<file path="src/rtl/utf8_text_validator_macros.svh">
// Assertion macros for the UTF-8 text validator.
`ifndef UTF8_TEXT_VALIDATOR_MACROS_SVH
`define UTF8_TEXT_VALIDATOR_MACROS_SVH

`ifndef SYNTHESIS

// Immediate implication: cond must hold on the same edge as trig.
`define UTV_ASSERT_IMP(name, trig, cond) \
  name: assert property (@(posedge clk_i) disable iff (!rst_ni) (trig) |-> (cond)) \
    else $error("utv: assertion failed");

// Next-cycle implication: cond must hold on the edge after trig.
`define UTV_ASSERT_NXT(name, trig, cond) \
  name: assert property (@(posedge clk_i) disable iff (!rst_ni) (trig) |=> (cond)) \
    else $error("utv: assertion failed");

`else

`define UTV_ASSERT_IMP(name, trig, cond)
`define UTV_ASSERT_NXT(name, trig, cond)

`endif

`endif

</file>
<file path="src/rtl/utv_pkg.sv">
// Shared types and constants of the UTF-8 text validator.
`timescale 1ns / 1ps

package utv_pkg;

  // Byte counter: COUNT_BITS plus one bit so saturation is visible.
  localparam int unsigned COUNT_BITS = 16;
  localparam int unsigned CNT_W      = COUNT_BITS + 1;
  localparam int unsigned LIMIT_W    = 16;
  localparam int unsigned TOTAL_W    = 16;
  localparam int unsigned CP_W       = 21;

  localparam logic [LIMIT_W-1:0] LIMIT_RESET = 16'd255;

  // Code point bounds for the form checks.
  localparam logic [CP_W-1:0] CP_MIN_2B   = 21'h00080;
  localparam logic [CP_W-1:0] CP_MIN_3B   = 21'h00800;
  localparam logic [CP_W-1:0] CP_MIN_4B   = 21'h10000;
  localparam logic [CP_W-1:0] CP_MAX      = 21'h10FFFF;
  localparam logic [CP_W-1:0] CP_SURR_LO  = 21'h0D800;
  localparam logic [CP_W-1:0] CP_SURR_HI  = 21'h0DFFF;

  localparam logic [7:0] CTL_LIMIT = 8'h20;
  localparam logic [7:0] CTL_DEL   = 8'h7F;

  typedef enum logic [1:0] {
    VERDICT_VALID    = 2'd0,
    VERDICT_TOO_LONG = 2'd1,
    VERDICT_CONTROL  = 2'd2,
    VERDICT_BAD_UTF8 = 2'd3
  } verdict_e;

  typedef struct packed {
    logic [7:0] text_byte;
    logic       carries_byte;
    logic       string_end;
  } item_t;

  typedef struct packed {
    verdict_e           verdict;
    logic [TOTAL_W-1:0] byte_total;
  } result_t;

endpackage

</file>
<file path="src/rtl/utv_if.sv">
// Stream and configuration channel interfaces of the UTF-8 text validator.
`timescale 1ns / 1ps

interface utv_text_if;
  logic       valid;
  logic       ready;
  logic [7:0] text_byte;
  logic       carries_byte;
  logic       string_end;

  modport source (output valid, output text_byte, output carries_byte,
                  output string_end, input ready);
  modport sink   (input valid, input text_byte, input carries_byte,
                  input string_end, output ready);
endinterface

interface utv_result_if;
  logic        valid;
  logic        ready;
  logic [1:0]  verdict;
  logic [15:0] byte_total;

  modport source (output valid, output verdict, output byte_total, input ready);
  modport sink   (input valid, input verdict, input byte_total, output ready);
endinterface

interface utv_cfg_if;
  logic        valid;
  logic        ready;
  logic [15:0] data;

  modport source (output valid, output data, input ready);
  modport sink   (input valid, input data, output ready);
endinterface

</file>
<file path="src/rtl/utf8_text_validator.sv">
// Top level of the UTF-8 text validator: input register, tracker, result register.
`timescale 1ns / 1ps

//  channel   dir  modport  payload                                  transfer
//  --------  ---  -------  ---------------------------------------  ---------------
//  text_i    in   sink     text_byte[7:0], carries_byte, string_end valid && ready
//  result_o  out  source   verdict[1:0], byte_total[15:0]           valid && ready
//  cfg_i     in   sink     data[15:0] -> length_limit               valid (ready=1)
//
//  One item per cycle sustained unless an end item waits on an untaken verdict;
//  a verdict passes through the input register, then the result register.
//  The per-string state updates as an item leaves the input register.
//  Reset clears all string state, empties both registers, length_limit = 255.
//  A stalled result only blocks an end item; other items keep flowing past it.

module utf8_text_validator
  import utv_pkg::*;
(
  input  logic  clk_i,
  input  logic  rst_ni,
  utv_text_if.sink     text_i,
  utv_result_if.source result_o,
  utv_cfg_if.sink      cfg_i
);

`include "utf8_text_validator_macros.svh"

  logic               in_valid_q;
  item_t              item_q;
  logic               out_valid_q;
  result_t            out_q;
  logic [LIMIT_W-1:0] limit_q;

  logic    text_xfer;
  logic    advance;
  logic    load_out;
  result_t res;

  // config channel always ready; the user must write only while idle, the block does not enforce it
  assign cfg_i.ready = 1'b1;

  always_ff @(posedge clk_i or negedge rst_ni) begin
    if (!rst_ni) begin
      limit_q <= LIMIT_RESET;
    end else if (cfg_i.valid) begin
      limit_q <= cfg_i.data;
    end
  end

  // An item leaves the input register unless it is an end item and the
  // result register is still occupied by an untaken verdict.
  assign advance   = in_valid_q && (!item_q.string_end || !out_valid_q || result_o.ready);
  assign load_out  = advance && item_q.string_end;
  assign text_i.ready = !in_valid_q || advance;
  assign text_xfer = text_i.valid && text_i.ready;

  always_ff @(posedge clk_i or negedge rst_ni) begin
    if (!rst_ni) begin
      in_valid_q <= 1'b0;
    end else if (text_xfer) begin
      in_valid_q <= 1'b1;
    end else if (advance) begin
      in_valid_q <= 1'b0;
    end
  end

  // payload only, no reset needed
  always_ff @(posedge clk_i) begin
    if (text_xfer) begin
      item_q.text_byte    <= text_i.text_byte;
      item_q.carries_byte <= text_i.carries_byte;
      item_q.string_end   <= text_i.string_end;
    end
  end

  utv_tracker u_tracker (
    .clk_i   (clk_i),
    .rst_ni  (rst_ni),
    .fire_i  (advance),
    .item_i  (item_q),
    .limit_i (limit_q),
    .res_o   (res)
  );

  always_ff @(posedge clk_i or negedge rst_ni) begin
    if (!rst_ni) begin
      out_valid_q <= 1'b0;
    end else if (load_out) begin
      out_valid_q <= 1'b1;
    end else if (result_o.ready) begin
      out_valid_q <= 1'b0;
    end
  end

  always_ff @(posedge clk_i) begin
    if (load_out) begin
      out_q <= res;
    end
  end

  assign result_o.valid      = out_valid_q;
  assign result_o.verdict    = out_q.verdict;
  assign result_o.byte_total = out_q.byte_total;

  // never overwrite a verdict that has not been taken
  `UTV_ASSERT_IMP(a_no_overwrite, out_valid_q && !result_o.ready, !load_out)
  // back pressure only comes from a held end item
  `UTV_ASSERT_IMP(a_stall_cause, !text_i.ready, in_valid_q && item_q.string_end && out_valid_q)

endmodule

</file>
<file path="src/rtl/utv_tracker.sv">
// Per-string state: byte count, control flag and UTF-8 decode state.
`timescale 1ns / 1ps

module utv_tracker
  import utv_pkg::*;
(
  input  logic               clk_i,
  input  logic               rst_ni,
  input  logic               fire_i,
  input  item_t              item_i,
  input  logic [LIMIT_W-1:0] limit_i,
  output result_t            res_o
);

`include "utf8_text_validator_macros.svh"

  localparam logic [CNT_W-1:0] CNT_CAP = {1'b1, {COUNT_BITS{1'b0}}};

  logic [1:0]      pend_q, pend_d;
  logic [1:0]      seq_q, seq_d;
  logic [CP_W-1:0] part_q, part_d;
  logic [CNT_W-1:0] cnt_q, cnt_d;
  logic            ctl_q, ctl_d;
  logic            mal_q, mal_d;

  // state after this item's byte, before the end-of-string clear
  logic [1:0]       pend_b, seq_b;
  logic [CP_W-1:0]  part_b;
  logic [CNT_W-1:0] cnt_b;
  logic             ctl_b, mal_b, mal_end;

  logic [7:0]       b;
  logic             ctl_byte, cont_ok, range_bad;
  logic [CP_W-1:0]  cp_cat;
  logic [CNT_W+TOTAL_W-1:0] cnt_ext;

  assign b        = item_i.text_byte;
  assign ctl_byte = (b < CTL_LIMIT) || (b == CTL_DEL) || (b[7:5] == 3'b100);
  assign cont_ok  = (b[7:6] == 2'b10);
  assign cp_cat   = {part_q[CP_W-7:0], b[5:0]};
  assign range_bad = ((seq_q == 2'd1) && (cp_cat < CP_MIN_2B))
                  || ((seq_q == 2'd2) && (cp_cat < CP_MIN_3B))
                  || ((seq_q == 2'd3) && (cp_cat < CP_MIN_4B))
                  || (cp_cat > CP_MAX)
                  || ((cp_cat >= CP_SURR_LO) && (cp_cat <= CP_SURR_HI));

  always_comb begin
    pend_b = pend_q;
    seq_b  = seq_q;
    part_b = part_q;
    cnt_b  = cnt_q;
    ctl_b  = ctl_q;
    mal_b  = mal_q;
    if (item_i.carries_byte) begin
      if (cnt_q != CNT_CAP) begin
        cnt_b = cnt_q + CNT_W'(1);
      end
      ctl_b = ctl_q | ctl_byte;
      if (!mal_q) begin
        if (pend_q == 2'd0) begin
          if (!b[7]) begin
            // plain ASCII, nothing to track
          end else if (b[7:5] == 3'b110) begin
            seq_b  = 2'd1;
            pend_b = 2'd1;
            part_b = CP_W'(b[4:0]);
          end else if (b[7:4] == 4'b1110) begin
            seq_b  = 2'd2;
            pend_b = 2'd2;
            part_b = CP_W'(b[3:0]);
          end else if (b[7:3] == 5'b11110) begin
            seq_b  = 2'd3;
            pend_b = 2'd3;
            part_b = CP_W'(b[2:0]);
          end else begin
            mal_b = 1'b1;
          end
        end else if (!cont_ok) begin
          mal_b = 1'b1;
        end else begin
          part_b = cp_cat;
          pend_b = pend_q - 2'd1;
          if (pend_q == 2'd1) begin
            // last continuation: overlong, surrogate and range checks
            mal_b  = range_bad;
            seq_b  = 2'd0;
            part_b = '0;
          end
        end
      end
    end
  end

  // a sequence still open at the end is truncated
  assign mal_end = mal_b || (pend_b != 2'd0);
  assign cnt_ext = (CNT_W + TOTAL_W)'(cnt_b);

  always_comb begin
    if ((cnt_b == CNT_CAP) || (cnt_ext > (CNT_W + TOTAL_W)'(limit_i))) begin
      res_o.verdict = VERDICT_TOO_LONG;
    end else if (ctl_b) begin
      res_o.verdict = VERDICT_CONTROL;
    end else if (mal_end) begin
      res_o.verdict = VERDICT_BAD_UTF8;
    end else begin
      res_o.verdict = VERDICT_VALID;
    end
    if (cnt_ext > (CNT_W + TOTAL_W)'({TOTAL_W{1'b1}})) begin
      res_o.byte_total = '1;
    end else begin
      res_o.byte_total = cnt_ext[TOTAL_W-1:0];
    end
  end

  always_comb begin
    pend_d = pend_q;
    seq_d  = seq_q;
    part_d = part_q;
    cnt_d  = cnt_q;
    ctl_d  = ctl_q;
    mal_d  = mal_q;
    if (fire_i) begin
      if (item_i.string_end) begin
        pend_d = '0;
        seq_d  = '0;
        part_d = '0;
        cnt_d  = '0;
        ctl_d  = 1'b0;
        mal_d  = 1'b0;
      end else begin
        pend_d = pend_b;
        seq_d  = seq_b;
        part_d = part_b;
        cnt_d  = cnt_b;
        ctl_d  = ctl_b;
        mal_d  = mal_b;
      end
    end
  end

  always_ff @(posedge clk_i or negedge rst_ni) begin
    if (!rst_ni) begin
      pend_q <= '0;
      seq_q  <= '0;
      part_q <= '0;
      cnt_q  <= '0;
      ctl_q  <= 1'b0;
      mal_q  <= 1'b0;
    end else begin
      pend_q <= pend_d;
      seq_q  <= seq_d;
      part_q <= part_d;
      cnt_q  <= cnt_d;
      ctl_q  <= ctl_d;
      mal_q  <= mal_d;
    end
  end

  `UTV_ASSERT_IMP(a_pend_in_seq, pend_q != 2'd0, (seq_q != 2'd0) && (pend_q <= seq_q))
  `UTV_ASSERT_NXT(a_clear_after_end, fire_i && item_i.string_end, (cnt_q == '0) && (pend_q == 2'd0) && !mal_q && !ctl_q)

endmodule
</file>
<file path="src/flat_wrapper.sv">
// flat-port wrapper written by rule: the top's interface ports become plain ports
module utf8_text_validator_flat import utv_pkg::*;
  (clk_i, rst_ni, text_i_valid, text_i_text_byte, text_i_carries_byte, text_i_string_end, text_i_ready, result_o_valid, result_o_verdict, result_o_byte_total, result_o_ready, cfg_i_valid, cfg_i_data, cfg_i_ready);
  utv_text_if text_i_i ();
  utv_result_if result_o_i ();
  utv_cfg_if cfg_i_i ();
  input  logic clk_i;
  input  logic rst_ni;
  input wire logic [$bits(text_i_i.valid)-1:0] text_i_valid;
  input wire logic [$bits(text_i_i.text_byte)-1:0] text_i_text_byte;
  input wire logic [$bits(text_i_i.carries_byte)-1:0] text_i_carries_byte;
  input wire logic [$bits(text_i_i.string_end)-1:0] text_i_string_end;
  output wire logic [$bits(text_i_i.ready)-1:0] text_i_ready;
  output wire logic [$bits(result_o_i.valid)-1:0] result_o_valid;
  output wire logic [$bits(result_o_i.verdict)-1:0] result_o_verdict;
  output wire logic [$bits(result_o_i.byte_total)-1:0] result_o_byte_total;
  input wire logic [$bits(result_o_i.ready)-1:0] result_o_ready;
  input wire logic [$bits(cfg_i_i.valid)-1:0] cfg_i_valid;
  input wire logic [$bits(cfg_i_i.data)-1:0] cfg_i_data;
  output wire logic [$bits(cfg_i_i.ready)-1:0] cfg_i_ready;
  assign text_i_i.valid = text_i_valid;
  assign text_i_i.text_byte = text_i_text_byte;
  assign text_i_i.carries_byte = text_i_carries_byte;
  assign text_i_i.string_end = text_i_string_end;
  assign text_i_ready = text_i_i.ready;
  assign result_o_valid = result_o_i.valid;
  assign result_o_verdict = result_o_i.verdict;
  assign result_o_byte_total = result_o_i.byte_total;
  assign result_o_i.ready = result_o_ready;
  assign cfg_i_i.valid = cfg_i_valid;
  assign cfg_i_i.data = cfg_i_data;
  assign cfg_i_ready = cfg_i_i.ready;
  utf8_text_validator u_core (.clk_i(clk_i), .rst_ni(rst_ni), .text_i(text_i_i), .result_o(result_o_i), .cfg_i(cfg_i_i));
endmodule
</file>
<file path="config.mk">
export PLATFORM = sky130hd
export DESIGN_NAME = utf8_text_validator_flat
export DESIGN_NICKNAME = d
export VERILOG_FILES = /design/src/rtl/utv_pkg.sv /design/src/rtl/utv_if.sv /design/src/rtl/utf8_text_validator.sv /design/src/rtl/utv_tracker.sv /design/src/flat_wrapper.sv
export VERILOG_INCLUDE_DIRS = /design/src /design/src/rtl
export SDC_FILE = /design/constraint.sdc
export NUM_CORES = 1
export LEC_CHECK = 0
export BUFFER_PORTS_ARGS = -buffer_cell sky130_fd_sc_hd__buf_2
export CORE_ASPECT_RATIO = 2
export CORE_MARGIN = 2
export CORE_UTILIZATION = 55
export CTS_BUF_LIST = sky130_fd_sc_hd__clkbuf_4
export DETAILED_ROUTE_END_ITERATION = 12
export GPL_TIMING_DRIVEN = 0
export PLACE_DENSITY = 0.76
export SKIP_LAST_GASP = 1
export SYNTH_ARGS = -nofsm -noshare
export SYNTH_HDL_FRONTEND = slang
export SYNTH_SLANG_ARGS = --single-unit
</file>
<file path="constraint.sdc">
create_clock -name clk_i -period 5.5 [get_ports clk_i]
set_input_delay 0.55 -clock clk_i [delete_from_list [all_inputs] [get_ports clk_i]]
set_output_delay 0.55 -clock clk_i [all_outputs]
set_load 0.005 [all_outputs]
</file>
==> metrics <==
status=complete, no violations; YS warnings=0; design area=4960 um2; drt first pass iters=4; antenna viol nets, final=0; synth top area cells=dfrtp_1 27%, edfxtp_1 19%, nand2_1 7.7%, o21ai_0 6.6%, ha_1 5.7%; post-DR vias/cell=5.50; IO Port Bufs=50; post-synthesis instance total=450; worst ir drop on vdd=241 uV; fin util=63.3%; Critical Path Fanout Max=6; Synth Area in Compound Gates=14.5%; WL final=8850 um; clock transition at the registers of the reported paths=0.12 ns; Worst Path Arrival=3.86 ns; CP required=5.81 ns; Slew @ Worst Pin=0.773 ns; Initial Util=56.2%; Yosys cell types=64; largest net degree at the start of global routing=57; type of the worst setup path=reg2reg; Lkg Pwr=2.42 nW; syn nets=501; pwr dens=297 nW/um2; asr flop ratio synth=66.7%; hold crit path type=in2async; Iter 0 DRT Violations=217; Post-synth EDFFs=28; share of cells above drive strength 1=20.5%; DR DRC count=0; Final Setup Violations=0; Tcrit/Tclk final=64.6%; final cell count without fillers=612; RSZ-0062 raised after global routing=false; fin nets=562; mapped cell area=4400 um2; #FFs+latches synth=84; vias after detailed routing=3366; grt ovf=0; Yosys top cell area share=27.3%; Main synth FF type=dfrtp_1; filler cell count=694; max_cap viols=0; first-pass GRT wire length=15000 um; Die Ht=131 um; FP Rows=46; CTS root buffer=clkbuf_4; Crit. End Element=flip-flop; Placed Area=4770 um2; fmax=0.282 GHz; GP Congestion=0.824; Final Hold Viols=0; PostCTS Resize Cnt=0; Adder-Cell Fraction of Synth Area=5.69%; startpoint types=flip-flop; largest area contributor in the netlist=dfrtp_1; # IOs=52; vias in the first global route=3258; most common cell in the netlist=nand2_1; core box area=7830 um2; Layout area overhead=12.6%; # placed instances=596; CTS buffer count=9; antenna violations before repair=0; Min Hold Slack=0.124 ns; Clock Latency Late Sink=0.47 ns; crit path time final=3.55 ns; Ant. Diodes=0; post-synthesis simple-gate area fraction=19.6%; Die ar.=8780 um2; largest family of logic cells by synthesized area=simple AND/OR/NAND/NOR gates; Slew HR=48.4%; Die X=67.3 um; Synth top cells by count=90 x nand2_1, 58 x o21ai_0, 48 x dfrtp_1; sequential area share after synthesis=51.2%; cts hold-fix bufs=0; htree depth=3; CTS tree=done; Setup Skew=0.0147 ns; maximum buffer depth of the clock tree=2; routed len/inst=14.5 um; postcts setup bufs=0; GRT Util Overall=22.8%; final setup TNS=0 ns; dpl hpwl=6500 um; Avg Inst Size Synth=9.78 um2; CTS sink count=84; xor and xnor area share after synthesis=3.35%; Slew Limit Fails=0; multiplexer share of the synthesized area=0.256%
stage by stage:
| step | setup slack [ns] | total power, mW |
|---|---|---|
| 2_1_floorplan | 2.48 | 0.952 |
| 3_3_place_gp | 1.99 | 1.03 |
| 3_5_place_dp | 1.94 | 1.04 |
| 4_1_cts | 1.89 | 1.48 |
| 5_1_grt | 1.46 | 1.56 |
| 6_report | 1.95 | 1.47 |
area by class of cell:
cell class                 count  area (um2)  area share, %
clock inverter                 5         100           2.02
tap                           96         120           2.42
sequential                    84        2250           45.4
timing repair buffer          50         253           5.10
clock buffer                  11        82.6           1.67
buffer                        20         110           2.22
multi-input combinational    312        1910           38.6
inverter                      34         128           2.57
routing by layer:
metal | vias up | global-route usage (%) | wire (um)
met5 | - | 0 | 0
li1 | 1686 | - | -
met1 | 1606 | 30.2 | 3860
met2 | 62 | 36.8 | 4500
met4 | 0 | 9.48 | 176
met3 | 12 | 3.68 | 315
cell families (layout without fill, tap and decap cells):
kind of cell,count (synthesis),count (layout)
muxes,1,1
buffers and inverters,54,120
DFF,84,84
AOI/OAI and AO/OA,108,108
xor gates and xnor gates,16,16
other,1,1
and+or+nand+nor,166,166
adders and majority gates,20,20
registers in the layout, indices dropped and copies added (netlist names):
| signal | count |
|---|---|
| u_core.u_tracker.cnt_q | 17 |
| u_core.u_tracker.part_q | 15 |
| u_core.in_valid_q | 1 |
| u_core.u_tracker.ctl_q | 1 |
| u_core.u_tracker.mal_q | 1 |
| u_core.u_tracker.pend_q | 2 |
| u_core.result_o.valid | 1 |
| u_core.u_tracker.seq_q | 2 |
| u_core.limit_q | 16 |
| u_core.result_o.byte_total | 16 |
| u_core.item_q | 10 |
| u_core.result_o.verdict | 2 |
worst paths after layout:
kind | start | cells past startpoint | slack (ns) | end
max in group asynchronous | rst_ni | 1 | 4.90 | u_core.u_tracker.cnt_q[4]
min in group clk_i | text_i_string_end | 1 | 0.26 | u_core.item_q[0]
min | rst_ni | 1 | 0.12 | u_core.u_tracker.part_q[0]
max | u_core.u_tracker.cnt_q[0] | 14 | 1.95 | u_core.result_o.verdict[1]
min reg2reg | u_core.u_tracker.part_q[12] | 2 | 0.50 | u_core.u_tracker.part_q[12]
max reg2reg | u_core.u_tracker.cnt_q[0] | 14 | 1.95 | u_core.result_o.verdict[1]
worst max-delay path, stage by stage (launching register included):
cell,delay [ns]
dfrtp_1,0.50
inv_1,0.07
ha_1,0.21
nor4b_1,0.14
a41oi_1,0.54
nand2_1,0.14
xor2_1,0.25
inv_1,0.07
ha_1,0.30
and3_1,0.14
o21ai_0,0.18
a21boi_0,0.12
o311ai_0,0.30
and3_1,0.25
a21boi_1,0.18
cells in the final DEF, fill, tap and decap left out, types with 3 or more instances in the layout:
cell        n
nand3_1     8
or2b_1      5
o31ai_1     4
o21ai_1     6
and2_1      3
ha_1       20
clkbuf_1    8
nor2_1     15
nand2_1    90
clkbuf_4   11
buf_2      56
bufinv_16   3
xor2_1     11
dfrtp_1    48
nand4_1     5
xnor2_1     4
and3_1      4
edfxtp_1   28
and4_1      3
inv_1      33
nor3_1      3
nand2b_1    6
dfstp_2     8
buf_4       4
nor4_1      4
o21ai_0    58
a21oi_1    15
where the power goes:
group / internal [mW] / switching (mW)
logic: 0.110 / 0.169
registers: 0.708 / 0.0392
clock network: 0.239 / 0.209
No activity file was read; power rests on OpenSTA's default activity.
